File: src/sv/rsf_pkg.sv
// rsf_pkg: shared widths, register indexes, reset values, lane and force result
// types and sign clamp for the rope spring force vector unit; no dependencies
`timescale 1ns / 1ps

package rsf_pkg;

    localparam int POS_W    = 20;                 // q4.16 position component
    localparam int REST_W   = 20;                 // q4.16 rest length
    localparam int SPRING_W = 24;                 // q8.16 stiffness
    localparam int FORCE_W  = 29;                 // q13.16 force component
    localparam int SQ_W     = 2 * POS_W;          // square of one magnitude
    localparam int SUM_W    = SQ_W;               // three squares stay below 2^40
    localparam int LEN_W    = SUM_W / 2;          // integer root width
    localparam int SCALE_W  = SPRING_W + LEN_W;   // k * extension
    localparam int HALF_W   = SCALE_W / 2;        // partial product split
    localparam int PROD_W   = POS_W + SCALE_W;    // magnitude * scale
    localparam int NUM_W    = PROD_W - 16;        // after the q16 shift
    localparam int QUO_W    = FORCE_W - 1;        // quotient always below 2^28
    localparam int ROOT_STG = LEN_W;              // one root bit per stage
    localparam int LANE_STG = QUO_W + 2;          // two multiply stages + divide
    localparam int CFG_DW   = 24;
    localparam int IN_DW    = 64;
    localparam int OUT_DW   = 88;

    localparam logic [REST_W-1:0]   REST_RESET   = REST_W'(19661);
    localparam logic [SPRING_W-1:0] SPRING_RESET = SPRING_W'(6554);
    localparam logic [FORCE_W-1:0]  IDLE_MARKER  = FORCE_W'(7);
    localparam logic [FORCE_W-1:0]  FORCE_POS_MAX = {1'b0, {(FORCE_W-1){1'b1}}};

    typedef enum logic [1:0] {
        CFG_REST   = 2'd0,
        CFG_SPRING = 2'd1,
        CFG_ENABLE = 2'd2
    } t_cfg_idx;

    typedef struct packed {
        logic [QUO_W-1:0] q;
        logic             neg;
    } t_lane_out;

    typedef struct packed {
        logic [FORCE_W-1:0] force_v;
        logic               sat;
    } t_force_res;

    // sign and clamp one magnitude into a q13.16 component
    function automatic t_force_res apply_sign(input t_lane_out r);
        t_force_res res;
        logic [FORCE_W-1:0] mag;
        mag = {1'b0, r.q};
        res.sat = 1'b0;
        if (r.neg) begin
            res.force_v = FORCE_W'(~mag + 1'b1);
        end else if (mag > FORCE_POS_MAX) begin
            res.force_v = FORCE_POS_MAX;
            res.sat = 1'b1;
        end else begin
            res.force_v = mag;
        end
        return res;
    endfunction

endpackage

File: src/sv/rsf_isqrt.sv
// rsf_isqrt: pipelined restoring integer square root, one root bit per stage
// depends on rsf_pkg
`timescale 1ns / 1ps

module rsf_isqrt (
    input  logic                       i_clk,
    input  logic                       i_en,
    input  logic [rsf_pkg::SUM_W-1:0]  i_sum,
    output logic [rsf_pkg::LEN_W-1:0]  o_root
);
    import rsf_pkg::*;

    localparam int REM_W = LEN_W + 2;

    logic [REM_W-1:0] r_rem  [ROOT_STG];
    logic [LEN_W-1:0] r_root [ROOT_STG];
    logic [SUM_W-1:0] r_v    [ROOT_STG];
    logic [REM_W-1:0] n_rem  [ROOT_STG];
    logic [LEN_W-1:0] n_root [ROOT_STG];
    logic [SUM_W-1:0] n_v    [ROOT_STG];

    always_comb begin
        for (int s = 0; s < ROOT_STG; s++) begin
            logic [REM_W-1:0] rem_in;
            logic [LEN_W-1:0] root_in;
            logic [SUM_W-1:0] v_in;
            logic [REM_W+1:0] sh;
            logic [REM_W+1:0] trial;
            if (s == 0) begin
                rem_in  = '0;
                root_in = '0;
                v_in    = i_sum;
            end else begin
                rem_in  = r_rem[s-1];
                root_in = r_root[s-1];
                v_in    = r_v[s-1];
            end
            sh    = {rem_in, v_in[SUM_W-1 -: 2]};
            trial = {2'b00, root_in, 2'b01};
            if (sh >= trial) begin
                n_rem[s]  = REM_W'(sh - trial);
                n_root[s] = {root_in[LEN_W-2:0], 1'b1};
            end else begin
                n_rem[s]  = REM_W'(sh);
                n_root[s] = {root_in[LEN_W-2:0], 1'b0};
            end
            n_v[s] = {v_in[SUM_W-3:0], 2'b00};
        end
    end

    always_ff @(posedge i_clk) begin
        if (i_en) begin
            for (int s = 0; s < ROOT_STG; s++) begin
                r_rem[s]  <= n_rem[s];
                r_root[s] <= n_root[s];
                r_v[s]    <= n_v[s];
            end
        end
    end

    assign o_root = r_root[ROOT_STG-1];

endmodule

File: config.mk
export PLATFORM = sky130hd
export DESIGN_NAME = rsf_isqrt
export DESIGN_NICKNAME = d
export VERILOG_FILES = /design/src/sv/rsf_pkg.sv /design/src/sv/rsf_isqrt.sv
export SDC_FILE = /design/constraint.sdc
export NUM_CORES = 1
export LEC_CHECK = 0
export BUFFER_PORTS_ARGS = -buffer_cell sky130_fd_sc_hd__buf_4
export CAP_MARGIN = 10
export CORE_UTILIZATION = 53
export DETAILED_ROUTE_END_ITERATION = 7
export MAX_ROUTING_LAYER = met4
export PLACE_DENSITY = 0.69
export SLEW_MARGIN = 15
export SYNTH_ARGS = -nofsm -noshare
export SYNTH_HDL_FRONTEND = slang
export SYNTH_SLANG_ARGS = --single-unit
File: constraint.sdc
create_clock -name i_clk -period 4.4 [get_ports i_clk]
set_input_delay 0.22 -clock i_clk [delete_from_list [all_inputs] [get_ports i_clk]]
set_output_delay 0.22 -clock i_clk [all_outputs]
set_load 0.02 [all_outputs]
==> After elaboration in Yosys (flattened, before gate mapping) <==
Memories as Yosys holds them, arrays and structs flattened.
Cells that the tools add are included.
{ "word_totals": {"ff_bits": 0, "latch_bits": 0, "ram_bits": 1600, "rom_bits": 0, "inputBits": 42, "output_inout_bits": 20, "wordCells": 85, "memories": 3} }
{ "classes": {"addsub": 20, "n_mul": 0, "div": 0, "n_lt_le_gt_ge": 20, "n_eq_ne": 0, "n_shift": 0, "muxes": 42, "bitwise_logic": 0, "n_reduce_logical": 0} }
{ "mem_list": {"columns": ["name", "words", "word_bits", "read_ports", "rd_ports_with_merged_regs", "write_ports", "line", "source"], "rows": [
  ["r_v", 20, 38, 19, 0, 20, "rsf_isqrt.sv:17", "logic [SUM_W-1:0] r_v [ROOT_STG];"],
  ["r_rem", 20, 22, 19, 0, 20, "rsf_isqrt.sv:15", "logic [REM_W-1:0] r_rem [ROOT_STG];"],
  ["r_root", 20, 20, 20, 0, 20, "rsf_isqrt.sv:16", "logic [LEN_W-1:0] r_root [ROOT_STG];"]
]} }
{ "ops": {"columns": ["op", "count"], "rows": [
  ["$ge 24x22->1", 19],
  ["$mux 22", 20],
  ["$sub 22x22->22", 19],
  ["$mux 1", 22],
  ["$sub 2x1->3 const B", 1],
  ["$ge 2x1->1 const B", 1]
]} }

==> Depth between registers and ports, before layout <==
An unclocked memory read counts as a cell.
{ "logic_depth": {"ltp_word": 3, "depth_mapped": 13, "ltp_nobuf": 11} }

==> Worst setup path after synthesis <==
No wires, ideal clock.
{ "synth_path": {"kind": "register to register", "startpoint": "memory r_rem[15][7] (netlist name)", "endpoint": "memory r_rem[16][15] (netlist name), data pin", "setup_time_ps": 262, "arrival_ps": 2585, "t_required_ps": 4138, "slack_ps": 1552, "stages_incl_launch_ff": 11, "n_path_buf": 2, "synth_period_minus_slack_ps": 2848, "cell_sequence": "edfxtp_1 ha_1 a211oi_1 nor2_1 or4_1 a41oi_1 o31ai_1 a311oi_1 buf_2 buf_2 o21ai_0"} }
{ "synth_rtl": {"columns": ["element", "line"], "rows": [
  ["start: declaration", "rsf_isqrt.sv:15"]
]} }

==> flow_metrics.py <==
metrics = {
    "clock_network": {
        "cts_sinks": 980,
        "cts_buffers": 100,
        "cts_tree": "done",
        "cts_setup_buffers": 0,
        "clkTransAtPathRegs_ns": 0.06,
        "ctsResizeCount": 0,
        "insertion_delay_ns": 0.68,
        "clk_path_buf_depth": 3,
        "htree_num_levels": 3,
        "root_buffer": "clkbuf_16",
        "cts_hold_buf": 41,
    },
    "power": {
        "p_per_area_nw_per_um2": 478.4,
        "p_leak_nw": 19.43,
        "pwr-share-comb_pct": 15.4,
        "p_sw_w": 0.006181,
        "ir_worst_vdd_v": 0.0003958,
        "p_sw_share_pct": 25.35,
        "seqPwrFrac_pct": 49.9,
        "intPower_w": 0.01820,
        "p_clk_share_pct": 34.7,
    },
    "min_path": {
        "min_path_type": "primary input to flip-flop",
        "hold_depth": 1,
        "min_to": "r_v[0][0]$_DFFE_PP_",
        "hp-start": "i_en",
    },
    "yosys": {
        "yosysTopAreaCellShare_pct": 65.24,
        "synth_flop_cell": "edfxtp_1",
        "synth_fp_nets": 3664,
        "ys_seq_elements": 980,
        "synth.largest_area_cell": "edfxtp_1",
        "yosys_warnings": 0,
        "synth_edf_count": 980,
        "yosys.cell_types.count": 81,
        "synth.area.top_cells": "edfxtp_1 65%, ha_1 6.4%, xnor2_1 3.5%, xor2_1 2.4%, inv_1 2.4%",
        "seq_area_frac_synth_pct": 65.24,
        "ys_top_cells_by_count": "980 x edfxtp_1, 283 x inv_1, 231 x ha_1",
        "async_reset_ff_share_pct": 0,
        "synth_area_um2": 45100,
        "synthCells": 3391,
        "yosysMostFrequentCell": "edfxtp_1",
        "syn_area_per_cell_um2": 13.30,
    },
    "global_routing": {
        "grt_first_pass_wirelength_um": 122800,
        "antenna_found_initial": 0,
        "grt_max_degree": 114,
        "track_usage_pct": 18.01,
        "grt_pass1_vias": 24988,
        "globalRouteOverflowTotal": 0,
    },
    "routing": {
        "drtIter0Drc": 1574,
        "drt-total-wl_um": 74610,
        "num_vias": 25834,
        "wire_per_inst_um": 15.55,
        "via_per_inst": 5.385,
        "drtPass1Iterations": 5,
        "drc": 0,
        "ant_nets": 0,
    },
    "sta": {
        "tightest_slew_ns": 0.9754,
        "setup_viol": 0,
        "final.setup.tns_ns": 0,
        "rsz0062_at_grt": "no",
        "min_period_over_period_pct": 79.07,
        "fmax_ghz": 0.2875,
        "hold_viol": 0,
        "min_period_ns": 3.479,
        "slew_headroom_pct": 33.29,
        "holdWs_ns": 0.09765,
        "fin_skew_ns": 0.07502,
        "drv_slew": 0,
    },
    "placement": {
        "io_buffers": 61,
        "dp_hpwl_um": 52200,
        "gp_congestion": 0.8867,
    },
    "setup_path": {
        "worstPathRequired_ns": 4.83,
        "arrival_ns": 3.91,
        "cp.buffers_inverters": 1,
        "rr_worst_depth": 10,
        "cp_max_fo": 5,
        "start_kind": "flip-flop",
        "critPathCaptureType": "flip-flop",
        "critPathSlowestCell": "a2111oi_0",
        "r2r_start": "r_rem[14][0]$_DFFE_PP_",
        "worstSetupPathType": "flip-flop to flip-flop",
        "reg2reg_to": "r_rem[15][19]$_DFFE_PP_",
        "slowest_delay_ns": 0.80,
        "cp_top_family": "compound AO/OA/AOI/OAI gates",
        "cp_cell_sequence": "ha_1 > nor2b_1 > o31a_1 > o41ai_1 > buf_4 > a2111oi_0 > o21ai_0 > nor3_1 > mux2i_1 > nand3_1",
        "r2r_slack_ns": 0.92,
    },
    "floorplanning": {
        "die_y_um": 293.7,
        "placementRows": 106,
        "coreArea_um2": 83950,
        "pin_count": 62,
        "dieArea_um2": 86270,
        "start_util_pct": 53.73,
        "die_x_um": 293.7,
    },
    "run": {
        "maxCapViolations": 0,
    },
    "finish": {
        "layout-drive-gt1-share_pct": 8.818,
        "nets": 3853,
        "antenna_cells": 0,
        "n_fill_cell": 6420,
        "syn_to_final_growth_pct": 12.98,
    },
    "status": {
        "status": "completed",
    },
}
how the worst max path moves through the flow:
| stage | cells past startpoint | slack [ns] | endpoint | start |
|---|---|---|---|---|
| after global placement | 9 | 1.06 | r_rem[15][15]$_DFFE_PP_ | r_rem[14][1]$_DFFE_PP_ |
| final | 10 | 0.92 | r_rem[15][19]$_DFFE_PP_ | r_rem[14][0]$_DFFE_PP_ |
| after floorplan | 10 | 1.55 | r_rem[16][15]$_DFFE_PP_ | r_rem[15][7]$_DFFE_PP_ |
| after detailed placement | 10 | 1.03 | r_rem[15][19]$_DFFE_PP_ | r_rem[14][0]$_DFFE_PP_ |
| after global routing | 10 | 0.73 | r_rem[15][19]$_DFFE_PP_ | r_rem[14][0]$_DFFE_PP_ |
| after CTS | 10 | 1.02 | r_rem[15][19]$_DFFE_PP_ | r_rem[14][0]$_DFFE_PP_ |
logic make-up (layout without fill, tap and decap cells):
logic type | count (synthesis) | in the layout | synth area share [%]
compound gates | 640 | 640 | 8.988
flops | 980 | 980 | 65.24
mux | 45 | 45 | 1.099
xor+xnor | 300 | 300 | 5.825
buf+inv | 331 | 603 | 2.807
other cells | 1 | 1 | 0.008314
fa+ha+maj | 231 | 231 | 6.408
simple gates | 863 | 863 | 9.620
flip-flops by register name (all words and copies together) (netlist names):
register and flops:
r_v 380, r_root 210, r_rem 390
through the flow:
stage / utilization [%] / area, um2 / worst slack, ns / power (W) / instances
after floorplan: - / 45100 / 1.552 / 0.01493 / 3391
after global placement: 56.20 / 47180 / 1.056 / 0.01596 / 4571
after detailed placement: 56.20 / 47180 / 1.033 / 0.01605 / 4571
after CTS: 60.70 / 50960 / 1.019 / 0.02462 / 4797
after global routing: 60.70 / 50960 / 0.7255 / 0.02554 / 4797
final: 60.70 / 50960 / 0.9211 / 0.02438 / 4797
final cells by class:
cell class | count | area (um2) | area share [%]
Inverter | 283 | 1062 | 2.085
Timing Repair Buffer | 135 | 1236 | 2.426
Clock inverter | 68 | 800.8 | 1.571
Sequential cell | 980 | 29430 | 57.75
Tap cell | 1134 | 1419 | 2.784
Multi-Input combinational cell | 2080 | 14450 | 28.35
Clock buffer | 117 | 2566 | 5.036
cells in the final DEF, fill, tap and decap left out, drive strengths merged, types with 46 or more instances in the layout:
| master | count |
|---|---|
| clkbuf | 117 |
| xnor2 | 178 |
| ha | 231 |
| nand2b | 46 |
| nand3 | 51 |
| clkinv | 48 |
| a21oi | 199 |
| nand2 | 203 |
| nor2 | 220 |
| o21ai | 167 |
| inv | 284 |
| a21o | 54 |
| edfxtp | 980 |
| nor3 | 89 |
| buf | 94 |
| xor2 | 122 |
power by group through the flow:
| stage | Clock (W) | Combinational (W) | Sequential [W] |
|---|---|---|---|
| after floorplan | 0 | 0.00278 | 0.0122 |
| after global placement | 0 | 0.00362 | 0.0123 |
| after detailed placement | 0 | 0.00368 | 0.0124 |
| after CTS | 0.00870 | 0.00374 | 0.0122 |
| after global routing | 0.00907 | 0.00420 | 0.0123 |
| final | 0.00846 | 0.00375 | 0.0122 |
per-layer routing:
| layer | share of wire [%] | global-route usage [%] |
|---|---|---|
| met1 | 44 | 23.12 |
| met2 | 48 | 29.37 |
| met3 | 4.7 | 2.810 |
| met4 | 2.9 | 5.958 |
| met5 | 0 | - |
(Power assumes the default switching activity.)
