==> src/sv/rsf_pkg.sv <==
// rsf_pkg: shared widths, register indexes, reset values, lane and force result
// types and sign clamp for the rope spring force vector unit; no dependencies
`timescale 1ns / 1ps

package rsf_pkg;

    localparam int POS_W    = 20;                 // q4.16 position component
    localparam int REST_W   = 20;                 // q4.16 rest length
    localparam int SPRING_W = 24;                 // q8.16 stiffness
    localparam int FORCE_W  = 29;                 // q13.16 force component
    localparam int SQ_W     = 2 * POS_W;          // square of one magnitude
    localparam int SUM_W    = SQ_W;               // three squares stay below 2^40
    localparam int LEN_W    = SUM_W / 2;          // integer root width
    localparam int SCALE_W  = SPRING_W + LEN_W;   // k * extension
    localparam int HALF_W   = SCALE_W / 2;        // partial product split
    localparam int PROD_W   = POS_W + SCALE_W;    // magnitude * scale
    localparam int NUM_W    = PROD_W - 16;        // after the q16 shift
    localparam int QUO_W    = FORCE_W - 1;        // quotient always below 2^28
    localparam int ROOT_STG = LEN_W;              // one root bit per stage
    localparam int LANE_STG = QUO_W + 2;          // two multiply stages + divide
    localparam int CFG_DW   = 24;
    localparam int IN_DW    = 64;
    localparam int OUT_DW   = 88;

    localparam logic [REST_W-1:0]   REST_RESET   = REST_W'(19661);
    localparam logic [SPRING_W-1:0] SPRING_RESET = SPRING_W'(6554);
    localparam logic [FORCE_W-1:0]  IDLE_MARKER  = FORCE_W'(7);
    localparam logic [FORCE_W-1:0]  FORCE_POS_MAX = {1'b0, {(FORCE_W-1){1'b1}}};

    typedef enum logic [1:0] {
        CFG_REST   = 2'd0,
        CFG_SPRING = 2'd1,
        CFG_ENABLE = 2'd2
    } t_cfg_idx;

    typedef struct packed {
        logic [QUO_W-1:0] q;
        logic             neg;
    } t_lane_out;

    typedef struct packed {
        logic [FORCE_W-1:0] force_v;
        logic               sat;
    } t_force_res;

    // sign and clamp one magnitude into a q13.16 component
    function automatic t_force_res apply_sign(input t_lane_out r);
        t_force_res res;
        logic [FORCE_W-1:0] mag;
        mag = {1'b0, r.q};
        res.sat = 1'b0;
        if (r.neg) begin
            res.force_v = FORCE_W'(~mag + 1'b1);
        end else if (mag > FORCE_POS_MAX) begin
            res.force_v = FORCE_POS_MAX;
            res.sat = 1'b1;
        end else begin
            res.force_v = mag;
        end
        return res;
    endfunction

endpackage

==> src/sv/rsf_lane.sv <==
// rsf_lane: one force component: split multiply then pipelined long division
// depends on rsf_pkg
`timescale 1ns / 1ps

module rsf_lane (
    input  logic                         i_clk,
    input  logic                         i_en,
    input  logic [rsf_pkg::POS_W-1:0]    i_mag,
    input  logic                         i_neg,
    input  logic [rsf_pkg::SCALE_W-1:0]  i_scale,
    input  logic [rsf_pkg::LEN_W-1:0]    i_len,
    output rsf_pkg::t_lane_out           o_res
);
    import rsf_pkg::*;

    localparam int PP_W = POS_W + HALF_W;

    // partial products
    logic [PP_W-1:0]  r_p_lo;
    logic [PP_W-1:0]  r_p_hi;
    logic [LEN_W-1:0] r_len_b;
    logic             r_neg_b;
    // shifted numerator
    logic [NUM_W-1:0] r_num;
    logic [LEN_W-1:0] r_len_c;
    logic             r_neg_c;
    logic [PROD_W-1:0] n_prod;

    logic [LEN_W-1:0] r_rem [QUO_W];
    logic [QUO_W-1:0] r_low [QUO_W];
    logic [QUO_W-1:0] r_q   [QUO_W];
    logic [LEN_W-1:0] r_div [QUO_W];
    logic             r_sgn [QUO_W];
    logic [LEN_W-1:0] n_rem [QUO_W];
    logic [QUO_W-1:0] n_low [QUO_W];
    logic [QUO_W-1:0] n_q   [QUO_W];

    assign n_prod = PROD_W'(r_p_lo) + {r_p_hi, {HALF_W{1'b0}}};

    always_comb begin
        for (int s = 0; s < QUO_W; s++) begin
            logic [LEN_W-1:0] rem_in;
            logic [QUO_W-1:0] low_in;
            logic [QUO_W-1:0] q_in;
            logic [LEN_W-1:0] dv;
            logic [LEN_W:0]   t;
            if (s == 0) begin
                rem_in = r_num[NUM_W-1 -: LEN_W];
                low_in = r_num[QUO_W-1:0];
                q_in   = '0;
                dv     = r_len_c;
            end else begin
                rem_in = r_rem[s-1];
                low_in = r_low[s-1];
                q_in   = r_q[s-1];
                dv     = r_div[s-1];
            end
            t = {rem_in, low_in[QUO_W-1]};
            if (t >= {1'b0, dv}) begin
                n_rem[s] = LEN_W'(t - {1'b0, dv});
                n_q[s]   = {q_in[QUO_W-2:0], 1'b1};
            end else begin
                n_rem[s] = LEN_W'(t);
                n_q[s]   = {q_in[QUO_W-2:0], 1'b0};
            end
            n_low[s] = {low_in[QUO_W-2:0], 1'b0};
        end
    end

    always_ff @(posedge i_clk) begin
        if (i_en) begin
            r_p_lo  <= i_mag * i_scale[HALF_W-1:0];
            r_p_hi  <= i_mag * i_scale[SCALE_W-1:HALF_W];
            r_len_b <= i_len;
            r_neg_b <= i_neg;
            r_num   <= n_prod[PROD_W-1:16];
            r_len_c <= r_len_b;
            r_neg_c <= r_neg_b;
            for (int s = 0; s < QUO_W; s++) begin
                r_rem[s] <= n_rem[s];
                r_low[s] <= n_low[s];
                r_q[s]   <= n_q[s];
                r_div[s] <= (s == 0) ? r_len_c : r_div[s-1];
                r_sgn[s] <= (s == 0) ? r_neg_c : r_sgn[s-1];
            end
        end
    end

    assign o_res.q   = r_q[QUO_W-1];
    assign o_res.neg = r_sgn[QUO_W-1];

endmodule

==> config.mk <==
export PLATFORM = sky130hd
export DESIGN_NAME = rsf_lane
export DESIGN_NICKNAME = d
export VERILOG_FILES = /design/src/sv/rsf_pkg.sv /design/src/sv/rsf_lane.sv
export SDC_FILE = /design/constraint.sdc
export NUM_CORES = 2
export LEC_CHECK = 0
export BUFFER_PORTS_ARGS = -buffer_cell sky130_fd_sc_hd__buf_2
export CORE_MARGIN = 3
export CORE_UTILIZATION = 40
export DETAILED_ROUTE_END_ITERATION = 8
export PLACE_DENSITY = 0.52
export SETUP_SLACK_MARGIN = 0.2
export SYNTH_ARGS = -nofsm -noshare
export SYNTH_HDL_FRONTEND = slang
export SYNTH_SLANG_ARGS = --single-unit
==> constraint.sdc <==
create_clock -name i_clk -period 8.8 [get_ports i_clk]
set_input_delay 0.88 -clock i_clk [delete_from_list [all_inputs] [get_ports i_clk]]
set_output_delay 0.88 -clock i_clk [all_outputs]
set_load 0.03 [all_outputs]
Word-level counts from Yosys, hierarchy flattened:

Memory sizes are Yosys's and may differ from the RTL's.
Cells that the tools add are included.

* bits in registers: 174
* memory bits (writable): 2688
* output and inout bits: 29
* logic and storage cells: 129
* memories: 5

* add/subtract/negate cells: 29
* multiply operators: 2
* $lt $le $gt $ge: 28
* muxes and demuxes: 58

Memory list
* r_q: depth 28, width 28, rd ports 28, clocked after memory_dff 0, wr ports 28, line rsf_lane.sv:31 `logic [QUO_W-1:0] r_q [QUO_W];`
* r_low: depth 28, width 27, rd ports 27, clocked after memory_dff 0, wr ports 28, line rsf_lane.sv:30 `logic [QUO_W-1:0] r_low [QUO_W];`
* r_div: depth 28, width 20, rd ports 27, clocked after memory_dff 0, wr ports 28, line rsf_lane.sv:32 `logic [LEN_W-1:0] r_div [QUO_W];`
* r_rem: depth 28, width 20, rd ports 27, clocked after memory_dff 0, wr ports 28, line rsf_lane.sv:29 `logic [LEN_W-1:0] r_rem [QUO_W];`
* r_sgn: depth 28, width 1, rd ports 28, clocked after memory_dff 0, wr ports 28, line rsf_lane.sv:33 `logic r_sgn [QUO_W];`

Operator list (number)
* $ge 21x20->1: 28
* $mux 20: 28
* $sub 20x20->20: 28
* $mul 20x22->42: 2
* $add 42x64->64: 1
* $mux 1: 30

Longest topological paths before layout:

An unclocked memory read counts as a cell.

* depth after elaboration: 3
* gate-level depth with buffers: 27
* mapped depth without buffers: 25

Worst setup path after synthesis:

OpenSTA, ideal clock, no wires.

* kind: input to register
* start: input port i_scale[8] in the netlist's numbering
* end: register r_p_lo[41], data pin
* data arrival time: 7.119 ns
* required time: 8.535 ns
* setup slack: 1.416 ns
* stages: 25
* path through: clkbuf_1 and2_1 fa_1 fa_1 inv_1 fa_1 inv_1 fa_1 inv_1 fa_1 inv_1 fa_1 inv_1 fa_1 inv_1 ha_1 a211o_1 o22ai_1 nor2_1 o32ai_2 o21ai_1 and3_4 a31o_4 and4_1 or3_1

* cells in the longest elaborated chain, start to end: 1

RTL lines
* from (decl): line rsf_lane.sv:10 `input logic [rsf_pkg::SCALE_W-1:0] i_scale,`
* $mul 20x22->42: line rsf_lane.sv:72 `r_p_lo <= i_mag * i_scale[HALF_W-1:0];`
* to (signal assigned): line rsf_lane.sv:72
* to (decl): line rsf_lane.sv:19 `logic [PP_W-1:0] r_p_lo;`

No other way between the ends.
A chain may end at the register's enable or synchronous reset.

Worst setup path after layout:

* start: input port i_mag[3] in the netlist's numbering
* end: register r_p_hi[37], data pin

* cells in the longest elaborated chain, start to end: 1

RTL lines
* from (decl): line rsf_lane.sv:8 `input logic [rsf_pkg::POS_W-1:0] i_mag,`
* $mul 20x22->42: line rsf_lane.sv:73 `r_p_hi <= i_mag * i_scale[SCALE_W-1:HALF_W];`
* to (signal assigned): line rsf_lane.sv:73
* to (decl): line rsf_lane.sv:20 `logic [PP_W-1:0] r_p_hi;`

No other way between the ends.

==> results_dict.tcl <==
set metrics [dict create \
    avgSynthCellArea_um2 12.1 \
    cts_setup_buffers 0 \
    clkLatencyLatePin_ns 0.90 \
    max_slew_margin_pct 16.4 \
    hold_viol 0 \
    rr_worst_depth 11 \
    gp_congestion 0.879 \
    area_delta_synth_final_pct 10.4 \
    htree_levels 4 \
    synthTopCellsByArea "edfxtp_1 (49%), fa_1 (12%), ha_1 (8.8%)" \
    synth-seq-cells 2050 \
    cp.arrival_ns 7.86 \
    start_util_pct 40.2 \
    syn-num-nets 12100 \
    wl_per_cell_um 18.6 \
    dp_hpwl_um 207000 \
    drtIter0Drc 4994 \
    rows 205 \
    finalWirelength_um 277000 \
    postRouteAntennaNets 0 \
    holdBufCountCts 0 \
    rrSetupSlack_ns 4.76 \
    antenna_found_initial 12 \
    startpoint_type "input pin" \
    setup_tns_ns 0 \
    synth_simple_gate_area_share_pct 9.52 \
    clock-sinks 2050 \
    overflow 0 \
    rsz0062_at_grt "false" \
    die_w_um 567 \
    seq_area_frac_synth_pct 49.0 \
    synthMuxAreaShare_pct 3.25 \
    grtUsageMet1_pct 21.9 \
    io_pins 116 \
    syn_area_um2 126000 \
    grt_pass1_wl_um 441000 \
    reg2reg_to "r_rem[0][228]" \
    grt_pass1_vias 79000 \
    synth_edf_count 2050 \
    portBuffers 115 \
    die_area_um2 321000 \
    grt_use_met2_pct 30.1 \
    vias_per_cell 5.10 \
    crit_required_ns 9.35 \
    synth-compound-area-share_pct 8.79 \
    synth_top_area_cell "edfxtp_1" \
    skew_ns 0.0963 \
    hp-start "i_len[2]" \
    synth_top_family_by_area "adder cells" \
    core_area_um2 312000 \
    num_vias 76100 \
    synth_top_area_share_pct 49.0 \
    worst_pin_slew_ns 1.25 \
    cts_resized 0 \
    synthFlopType "edfxtp_1" \
    clk_path_buf_depth 4 \
    status "completed" \
    slew_viol_final 0 \
    path_clk_slew_ns 0.06 \
    hold_path_end "r_len_b[2]" \
    top_usage_layer "met2" \
    die_h_um 567 \
    critPathCaptureType "register" \
    use_met3_pct 2.19 \
    nFillCells 28600 \
    cp_max_fo 14 \
    cts_tree "yes" \
    grt_max_degree 168 \
    drive_gt1_share_pct 8.56 \
    yosysUniqueCellTypes 107 \
    synthArstFlopShare_pct 0 \
    cts_buffers 233 \
    r2r_start "r_div[0][201]" \
    grt.total_usage_pct 17.1 \
    dr.pass1.iters 6 \
    max_freq_mhz 137 \
    hold_depth 1 \
    yosys_warnings 0 \
    final_nets 12300 \
    fin_hold_ws_ns 0.208 \
    max_cap_viol_count 0 \
    period_minus_slack_ns 7.30 \
    worst-setup-path-type "input pin to register" \
    drc 0 \
    synth_xor_area_share_pct 3.39 \
    min_path_type "input pin to register" \
    min_period_over_period_pct 83.0 \
    cts_root_buf "clkbuf_16" \
    synth_fa_ha_area_share_pct 20.5 \
    final-setup-viol-count 0 \
    netlist_instances 10400 \
]
## area by class of cell
class / instances / area, um^2 / area share, %
Antenna cell: 7 / 17.5 / 0.0126
Clock buffer: 279 / 6070 / 4.37
Clock inverter: 152 / 1550 / 1.12
Inverter: 1515 / 5690 / 4.10
Multi-Input combinational cell: 6549 / 57300 / 41.3
Sequential cell: 2050 / 61600 / 44.4
Tap cell: 4140 / 5180 / 3.73
Timing Repair Buffer: 213 / 1440 / 1.04
## cells by family (layout without fill, tap and decap cells)
group / after synthesis / count (layout)
buffers and inverters: 1802 / 2159
and+or+nand+nor: 2406 / 2406
AOI/OAI and AO/OA: 1676 / 1676
xor gates and xnor gates: 487 / 487
other: 0 / 7
muxes: 359 / 359
DFF: 2050 / 2050
adders and majority gates: 1621 / 1621
## worst max-delay path, cell delays in order
cell and delay (ns):
buf_2 0.29, buf_4 0.26, and2_1 0.17, fa_1 0.44
fa_1 0.54, inv_1 0.06, fa_1 0.47, inv_1 0.06
fa_1 0.50, inv_1 0.06, fa_1 0.53, inv_1 0.05
fa_1 0.48, inv_1 0.05, fa_1 0.47, inv_1 0.04
ha_1 0.32, and3_1 0.23, a31oi_1 0.16, o21ai_0 0.22
nor3_1 0.43, o41ai_2 0.20, a31oi_1 0.40, o21bai_1 0.16
a311oi_1 0.31, nor3_1 0.07
## Yosys cell counts, types with 30 or more instances
cell type / count
o211ai_1: 36
nand2_1: 811
a21oi_1: 441
o21a_1: 110
o21ai_0: 394
nor2b_1: 95
and2_1: 482
mux2_2: 210
buf_2: 30
nand3_1: 116
clkbuf_1: 226
ha_1: 882
nor3_1: 109
inv_1: 1514
mux2_1: 75
a21o_1: 201
nand4_1: 91
a211oi_1: 58
a31oi_1: 50
nand2b_1: 92
mux2i_1: 48
or3_1: 43
xnor2_1: 322
edfxtp_1: 2050
and3_1: 47
nor2_1: 392
fa_1: 739
o21bai_1: 47
xor2_1: 165
## through the flow
step           instance area (um^2)  util [%]  std cells  setup WS, ns
6_report                     139000      44.4      14900          1.50
5_1_grt                      139000      44.4      14900          1.24
4_1_cts                      139000      44.4      14900          1.59
3_5_place_dp                 131000      42.0      14500         0.618
3_3_place_gp                 131000      42.0      14500         0.599
2_1_floorplan                126000         -      10400          1.42
## worst max-delay path by stage
stage | slack [ns] | endpoint | cells after the start | startpoint
2_1_floorplan | 1.42 | r_p_lo[41] | 25 | i_scale[8]
3_3_place_gp | 0.60 | r_p_lo[41] | 26 | i_scale[8]
3_5_place_dp | 0.62 | r_p_lo[41] | 26 | i_scale[8]
4_1_cts | 1.59 | r_p_hi[39] | 26 | i_mag[3]
5_1_grt | 1.24 | r_p_hi[39] | 26 | i_mag[3]
6_report | 1.50 | r_p_hi[37] | 26 | i_mag[3]
## cells in the final DEF, fill, tap and decap left out, types with 110 or more instances in the layout
| master | instances |
|---|---|
| and2_1 | 482 |
| nand2_1 | 811 |
| xnor2_1 | 322 |
| xor2_1 | 165 |
| o21ai_0 | 393 |
| o21a_1 | 110 |
| a21oi_1 | 441 |
| a21o_1 | 201 |
| nor2_1 | 392 |
| nand3_1 | 116 |
| ha_1 | 882 |
| mux2_2 | 210 |
| clkbuf_16 | 236 |
| fa_1 | 739 |
| inv_1 | 1514 |
| buf_2 | 114 |
| edfxtp_1 | 2050 |
## per-layer routing
metal / share of wire (%) / wire (um)
met5: 0.021 / 57
met4: 2.8 / 7880
met3: 3.6 / 10100
met2: 50 / 139000
met1: 43 / 120000
## sequential cells by signal (all words and copies together) (netlist names)
name     flops
r_neg_c      1
r_p_hi      42
r_rem      540
r_num       48
r_len_c     20
r_low      378
r_len_b     20
r_sgn       28
r_p_lo      26
r_neg_b      1
r_div      540
r_q        406
Power is left out: the tool's default activity adds up to more than one toggle a clock period on the data nets, which glitch-free logic cannot reach.
